`config.mk`:
```
export PLATFORM = sky130hd
export DESIGN_NAME = checked_integer_power_top
export DESIGN_NICKNAME = d
export VERILOG_FILES = /design/src/hw/rtl/cip_pkg.sv /design/src/hw/rtl/cip_mul_step.sv /design/src/hw/rtl/checked_integer_power_top.sv
export SDC_FILE = /design/constraint.sdc
export NUM_CORES = 2
export LEC_CHECK = 0
export BUFFER_PORTS_ARGS = -buffer_cell sky130_fd_sc_hd__buf_2
export CAP_MARGIN = 0
export CORE_AREA = 2 2 310 312
export DETAILED_ROUTE_END_ITERATION = 12
export DIE_AREA = 0 0 312 314
export HOLD_SLACK_MARGIN = 0.06
export PLACE_DENSITY_LB_ADDON = 0.15
export SYNTH_ARGS = -nofsm -noshare
export SYNTH_HDL_FRONTEND = slang
export SYNTH_SLANG_ARGS = --single-unit
```
`constraint.sdc`:
```
create_clock -name i_clk -period 17.15 [get_ports i_clk]
set_input_delay 5.145 -clock i_clk [delete_from_list [all_inputs] [get_ports i_clk]]
set_output_delay 5.145 -clock i_clk [all_outputs]
set_load 0.005 [all_outputs]
```
`src/hw/rtl/cip_pkg.sv`:
```
package cip_pkg;

    // Operand and result widths on the streams
    localparam int DATA_W      = 32;
    localparam int WIDTH_DEF   = 32;
    localparam int IN_TDATA_W  = 2 * DATA_W;
    localparam int OUT_TDATA_W = DATA_W;

endpackage

```
`src/hw/rtl/cip_mul_step.sv`:
```
module cip_mul_step #(
    parameter int WIDTH = cip_pkg::WIDTH_DEF
) (
    input  logic [WIDTH-1:0]            i_acc,
    input  logic [cip_pkg::DATA_W-1:0]  i_base,
    output logic [WIDTH-1:0]            o_prod,
    output logic                        o_ovf
);

    localparam int PW = WIDTH + cip_pkg::DATA_W;

    logic [PW-1:0] w_full;

    // Multiply the partial power by the base at full width
    assign w_full = PW'(i_acc) * PW'(i_base);

    // Flag any product that needs more than WIDTH bits
    assign o_prod = w_full[WIDTH-1:0];
    assign o_ovf  = |w_full[PW-1:WIDTH];

endmodule

```
`src/hw/rtl/checked_integer_power_top.sv`:
```
// Unsigned integer power with overflow check.
// Input stream: i_s_axis_tdata carries base (bits 31:0) and exponent (bits 63:32).
// Output stream: o_m_axis_tdata carries the power, o_m_axis_tuser the overflow flag.
// One item is in flight at a time; o_s_axis_tready is high only while the block is idle.
// Zero base, zero exponent and unit base finish without multiplying: the result is
// valid on the cycle after the input item is accepted.
// Otherwise one shared multiplier runs one step per cycle, min(exponent, k) steps,
// where k <= WIDTH is the step at which the product first needs more than WIDTH bits.
// After the result is taken, the block returns to idle.
// On overflow the power is the last partial power that fit and the flag is 1.
// When the receiver stalls, the result holds on the output and no new item is taken.
// Reset (synchronous, active low) returns the block to idle with no result pending.
module checked_integer_power_top #(
    parameter int WIDTH = cip_pkg::WIDTH_DEF
) (
    input  logic                              i_clk,
    input  logic                              i_rst_n,
    input  logic                              i_s_axis_tvalid,
    output logic                              o_s_axis_tready,
    input  logic [cip_pkg::IN_TDATA_W-1:0]    i_s_axis_tdata,  // base, exponent
    output logic                              o_m_axis_tvalid,
    input  logic                              i_m_axis_tready,
    output logic [cip_pkg::OUT_TDATA_W-1:0]   o_m_axis_tdata,  // power
    output logic                              o_m_axis_tuser   // overflow
);

    localparam int CW = $clog2(WIDTH + 1);

    typedef enum logic [1:0] {
        S_IDLE,
        S_RUN,
        S_OUT
    } t_state;

    t_state                       r_state;
    logic [WIDTH-1:0]             r_acc;
    logic [cip_pkg::DATA_W-1:0]   r_base;
    logic [CW-1:0]                r_rem;
    logic                         r_ovf;

    logic [cip_pkg::DATA_W-1:0]   w_base;
    logic [cip_pkg::DATA_W-1:0]   w_exp;
    logic [CW-1:0]                w_steps;
    logic [WIDTH-1:0]             w_prod;
    logic                         w_ovf;

    assign w_base = i_s_axis_tdata[cip_pkg::DATA_W-1:0];
    assign w_exp  = i_s_axis_tdata[cip_pkg::IN_TDATA_W-1:cip_pkg::DATA_W];

    // Any base of two or more overflows within WIDTH steps, so cap the count
    assign w_steps = (w_exp > cip_pkg::DATA_W'(WIDTH)) ? CW'(WIDTH) : w_exp[CW-1:0];

    // Shared multiply and range check
    cip_mul_step #(
        .WIDTH (WIDTH)
    ) u_mul (
        .i_acc  (r_acc),
        .i_base (r_base),
        .o_prod (w_prod),
        .o_ovf  (w_ovf)
    );

    // Sequence the steps and hold the result
    always_ff @(posedge i_clk) begin
        if (!i_rst_n) begin
            r_state <= S_IDLE;
            r_ovf   <= 1'b0;
        end else begin
            unique case (r_state)
                S_IDLE: begin
                    if (i_s_axis_tvalid) begin
                        r_base <= w_base;
                        r_ovf  <= 1'b0;
                        r_rem  <= w_steps;
                        if (w_base == '0) begin
                            r_acc   <= (w_exp == '0) ? WIDTH'(1) : '0;
                            r_state <= S_OUT;
                        end else if (w_exp == '0 || w_base == cip_pkg::DATA_W'(1)) begin
                            r_acc   <= WIDTH'(1);
                            r_state <= S_OUT;
                        end else begin
                            r_acc   <= WIDTH'(1);
                            r_state <= S_RUN;
                        end
                    end
                end
                S_RUN: begin
                    if (w_ovf) begin
                        r_ovf   <= 1'b1;
                        r_state <= S_OUT;
                    end else begin
                        r_acc <= w_prod;
                        r_rem <= r_rem - CW'(1);
                        if (r_rem == CW'(1)) begin
                            r_state <= S_OUT;
                        end
                    end
                end
                S_OUT: begin
                    if (i_m_axis_tready) begin
                        r_state <= S_IDLE;
                    end
                end
                default: begin
                    r_state <= S_IDLE;
                end
            endcase
        end
    end

    // Drive the stream handshakes and the result
    assign o_s_axis_tready = (r_state == S_IDLE);
    assign o_m_axis_tvalid = (r_state == S_OUT);
    assign o_m_axis_tdata  = cip_pkg::OUT_TDATA_W'(r_acc);
    assign o_m_axis_tuser  = r_ovf;

endmodule

```
; After elaboration in Yosys (flattened, before gate mapping)
; Cells that the tools add are included.
[totals]
input_bits = 68
ff_bits = 73
wordCells = 46
[classes]
n_mul = 1
eq_ne = 9
add_sub_neg = 1
mux = 19
order_cmp = 1
reduce_logical = 10
[op_table]
columns = cell, n
row1 = 32-bit zero test, 2
row2 = 32-bit by 32-bit multiplier with 64-bit output, 1
row3 = 32-bit 2-to-1 mux, 2
row4 = 32-bit case mux with 2 select lines, 1
row5 = "32-bit by 1-bit == test with 1-bit output, second input constant", 1
row6 = "32-bit by 6-bit > comparator with 1-bit output, second input constant", 1
row7 = 32-bit OR reduction, 1
row8 = 6-bit 2-to-1 mux, 3
row9 = 2-bit 2-to-1 mux, 6
row10 = 6-bit case mux with 2 select lines, 1
row11 = 3-bit AND reduction, 3
row12 = "6-bit by 1-bit == test with 1-bit output, second input constant", 1
row13 = 2-bit case mux with 3 select lines, 1
row14 = "6-bit by 1-bit subtractor with 6-bit output, second input constant", 1
row15 = 1-bit 2-to-1 mux, 4
row16 = "2-bit by 1-bit inequality test with 1-bit output, second input constant", 2
row17 = "2-bit inequality test, second input constant", 2
row18 = 4-bit AND reduction, 1
row19 = "3-bit by 2-bit inequality test with 1-bit output, second input constant", 1
row20 = "2-bit by 1-bit == test with 1-bit output, second input constant", 1
row21 = "2-bit == test, second input constant", 1
row22 = 2-bit zero test, 1
row23 = 1-bit case mux with 2 select lines, 1
row24 = 2-bit nonzero test, 1
row25 = 1-bit logical OR, 1

; Depth between registers and ports, before layout
[logic_depth]
ltp_word = 6
depth_mapped = 31
depth_no_buf = 29

; By module
; A second synthesis with hierarchy kept.
[unflattened]
cells_unflattened = 3896
hier_area_um2 = 36497.5
[modules_own_cells]
columns = module, cells_per_inst, n_inst, area_per_inst_um2
row1 = cip_mul_step, 3716, 1, 33653.5
row2 = checked_integer_power_top, 180, 1, 2844.0

; Least setup slack after synthesis
; OpenSTA, ideal clock, no wires.
[synth_path]
path_type = reg-to-reg
start = reg r_acc[16] (netlist: o_m_axis_tdata[16])
end = reg r_acc[0] (netlist: o_m_axis_tdata[0]) (enable)
n_path_buf = 2
setup_ps = 397
stages_incl_launch_ff = 30
arrival_time_ps = 8829
synth_period_minus_slack_ps = 9226
setup_slack_ps = 7924
path_cell_list = edfxtp_1 buf_1 and2_1 fa_1 inv_1 fa_1 fa_1 fa_1 inv_1 fa_1 inv_1 fa_1 inv_1 fa_1 inv_1 fa_1 inv_1 ha_1 buf_2 nand2_2 o211ai_1 nand2_1 a311oi_4 nor3_1 or4_1 or4_1 nor4_1 nand2_1 nor4_2 a41o_1
[synth_via]
elab_chain_cells = 4
[synth_lines]
columns = element, line_no
row1 = from (decl), checked_integer_power_top.sv:36  ; logic [WIDTH-1:0] r_acc;
row2 = from (signal assigned), checked_integer_power_top.sv:76  ; r_acc <= (w_exp == '0) ? WIDTH'(1) : '0;
row3 = from (signal assigned), checked_integer_power_top.sv:92  ; r_acc <= w_prod;
row4 = 32-bit by 32-bit multiplier with 64-bit output, cip_mul_step.sv:15  ; assign w_full = PW'(i_acc) * PW'(i_base);
row5 = 32-bit OR reduction, cip_mul_step.sv:19  ; assign o_ovf = |w_full[PW-1:WIDTH];
row6 = 2-bit inequality test (no line), -
row7 = 4-bit AND reduction (no line), -
; Every way passes these cells.
; A chain may end at the register's enable or synchronous reset.

; Worst setup path after layout
[layout_path]
start = reg r_acc[22] (netlist: o_m_axis_tdata[22])
end = reg r_acc[18] (netlist: o_m_axis_tdata[18]) (enable)
; Same word-level chain as after synthesis.

==> out/metrics.cfg <==
[outcome]
status = completed

[worst_setup_path]
ff2ff_setup_slack_ns = 5.83
cp-start-kind = flop
worst_ep_required_time_ns = 17.15
endpoint = o_m_axis_tdata[18]
cp-startpoint = o_m_axis_tdata[22]
rr_worst_depth = 25
cp_max_fo = 38
end_kind = flop
rr_startpoint = o_m_axis_tdata[22]
worstReg2RegEnd = o_m_axis_tdata[18]
cp.arrival_ns = 11.33
critPathKind = flop to flop

[placement]
dp_cells = 5189
dp_hpwl_um = 88400
io_buffers = 102
routabilityCongestion = 0.927

[clocking]
cts.htree.levels = 3
cts-root-buf = clkbuf_16
cts_hold_buf = 0
insertion_delay_ns = 0.38
ctsResizeCount = 0
cts_num_sinks = 73
post_cts_buffers = 0
tritoncts = done
numCtsBuffers = 9
path_clk_slew_ns = 0.08
cts_buffer_depth = 2

[yosys]
synth-edff-count = 70
yosysWarnings = 0
synth_nets = 5220
ys_types = 82
ys_ff_latch = 73
async_flop_share = 0
seq_area_frac_synth = 0.0589
syn_area_per_cell_um2 = 9.19
synth_area_um2 = 36700
netlist_instances = 3991
ys.flop_type = edfxtp_1

[routing]
first_pass_iters = 5
avgRoutedWirePerCell_um = 21.1
num_vias = 26904
drtIter0Drc = 1583
routed_wirelength_um = 110000
drc = 0
drtAntennaViolNets = 0
viasPerCell = 5.17

[cells_and_area]
postLayoutCoreUtil = 0.409
fill_cells = 9758
drive_gt1_frac = 0.0561
fin_cells = 5206
layout_commonest_cell = fa_1
area_growth_pct = 5.39
fin_nets = 5164
most-common-layout-cells = 896 x fa_1, 750 x inv_1, 613 x nand2_1

[floorplan]
io_pins = 103
start_util = 0.388
dieWidth_um = 312
std_cell_rows = 113
coreArea_um2 = 94400
die_h_um = 314
die_area_um2 = 98000

[timing]
slew_headroom = 0.258
drv_slew = 0
grt_setup_unrepaired = no
tns_ns = 0
hold_viol = 0
report.final.setup_viol = 0
post-route-period-util = 0.660
min_period_ns = 11.32
max_slew.worst_pin.slew_ns = 1.10
max_freq_mhz = 88.3
finClkSkew_ns = 0.0136

[global_routing]
grt_max_degree = 39
grt_overflow_total = 0
grt_pass1_vias = 30131
grt_usage = 0.236
antenna_found_initial = 5
grt_pass1_wl_um = 179000

[job]
cap_violations = 0

[min_path]
hp-class = flop to flop

[per-layer routing]
layer | up-vias | global-route usage | share of wire
li1 | 11909 | - | -
met1 | 14273 | 0.335 | 0.46
met2 | 645 | 0.399 | 0.48
met5 | - | 0 | 0
met3 | 77 | 0.0221 | 0.046
met4 | 0 | 0.0369 | 0.013
[Yosys cell counts, types with 3 or more instances]
cell type / n / area share
a211oi_1: 6 / 0.0012
a21bo_2: 3 / 0.00082
a21boi_0: 5 / 0.0010
a21o_1: 18 / 0.0037
a21oi_1: 93 / 0.013
a221oi_1: 5 / 0.0012
a22oi_1: 4 / 0.00082
a31oi_1: 11 / 0.0019
and2_1: 528 / 0.090
and3_1: 5 / 0.00085
buf_2: 25 / 0.0034
buf_4: 3 / 0.00061
clkbuf_1: 211 / 0.022
dfxtp_1: 3 / 0.0016
edfxtp_1: 70 / 0.057
fa_1: 896 / 0.49
ha_1: 265 / 0.090
inv_1: 750 / 0.077
mux2i_1: 5 / 0.0014
nand2_1: 613 / 0.063
nand2_2: 4 / 0.00068
nand2b_1: 7 / 0.0012
nand3_1: 21 / 0.0029
nand4_1: 37 / 0.0063
nand4_4: 3 / 0.0017
nand4b_1: 3 / 0.00072
nor2_1: 109 / 0.011
nor3_1: 34 / 0.0046
nor4_1: 19 / 0.0032
o2111ai_1: 7 / 0.0017
o211ai_1: 13 / 0.0027
o21a_1: 10 / 0.0020
o21ai_0: 63 / 0.0086
o21ai_1: 15 / 0.0020
o21bai_1: 7 / 0.0014
o221ai_1: 3 / 0.00072
o31ai_1: 4 / 0.00082
or3_1: 5 / 0.00085
or4_1: 5 / 0.0010
xnor2_1: 24 / 0.0057
xor2_1: 25 / 0.0060
[kinds of logic (layout without fill, tap and decap cells)]
kind of cell | Yosys count | after routing | synth area share
flops | 73 | 73 | 0.0589
mux | 6 | 6 | 0.00167
compound gates | 298 | 298 | 0.0523
buf+inv | 990 | 939 | 0.102
other cells | 0 | 1 | 0
fa+ha+maj | 1161 | 1161 | 0.579
xor+xnor | 49 | 49 | 0.0117
simple gates | 1414 | 1414 | 0.194
[per-stage QoR]
step	area [µm²]	setup slack, ns	hold slack, ns
6_report	38700	5.83	0.511
3_5_place_dp	38400	6.07	0.496
3_3_place_gp	38400	6.14	0.517
2_1_floorplan	36700	7.92	0.485
4_1_cts	38700	6.02	0.514
5_1_grt	38700	5.49	0.560
[critical path, stage by stage, from the launching register on]
cell	delay [ns]
edfxtp_1	0.92
buf_4	0.43
nand2_1	0.12
fa_1	0.52
fa_1	0.44
fa_1	0.50
fa_1	0.55
inv_1	0.05
fa_1	0.50
inv_1	0.06
fa_1	0.55
fa_1	0.48
fa_1	0.54
inv_1	0.06
ha_1	0.40
a21oi_1	0.39
o21ai_1	0.21
a21boi_0	0.68
nor2_1	0.15
a221oi_2	0.37
mux2i_1	0.13
or4b_1	0.58
nor4_1	0.47
nand2_1	0.13
nor4_2	0.68
a41o_2	0.96
[how the worst min path moves through the flow]
| stage | startpoint | endpoint | depth (start not counted) |
|---|---|---|---|
| after floorplan | o_m_axis_tuser | o_m_axis_tuser | 2 |
| after global placement | o_m_axis_tuser | o_m_axis_tuser | 2 |
| after detailed placement | o_m_axis_tuser | o_m_axis_tuser | 2 |
| after CTS | o_m_axis_tuser | o_m_axis_tuser | 2 |
| after global routing | o_m_axis_tuser | o_m_axis_tuser | 2 |
| final | o_m_axis_tuser | o_m_axis_tuser | 2 |
[state kept, by name, summed over array words and instances (netlist names)]
| signal | cells |
|---|---|
| r_rem | 6 |
| o_m_axis_tdata | 32 |
| r_base | 32 |
| o_m_axis_tuser | 1 |
| r_state | 2 |
[final cells by class]
type,count,area [µm²],area share
clock inverter,7,62.6,0.00162
timing repair buffer,173,1040,0.0270
sequential,73,2160,0.0559
tap,1265,1580,0.0409
multi-input combinational,2928,30800,0.796
antenna,1,2.50,0.0000647
clock buffer,9,225,0.00583
inverter,750,2820,0.0728
Power is not shown: default switching activity piles up to over one toggle a cycle in this logic, so the estimate is an artifact.
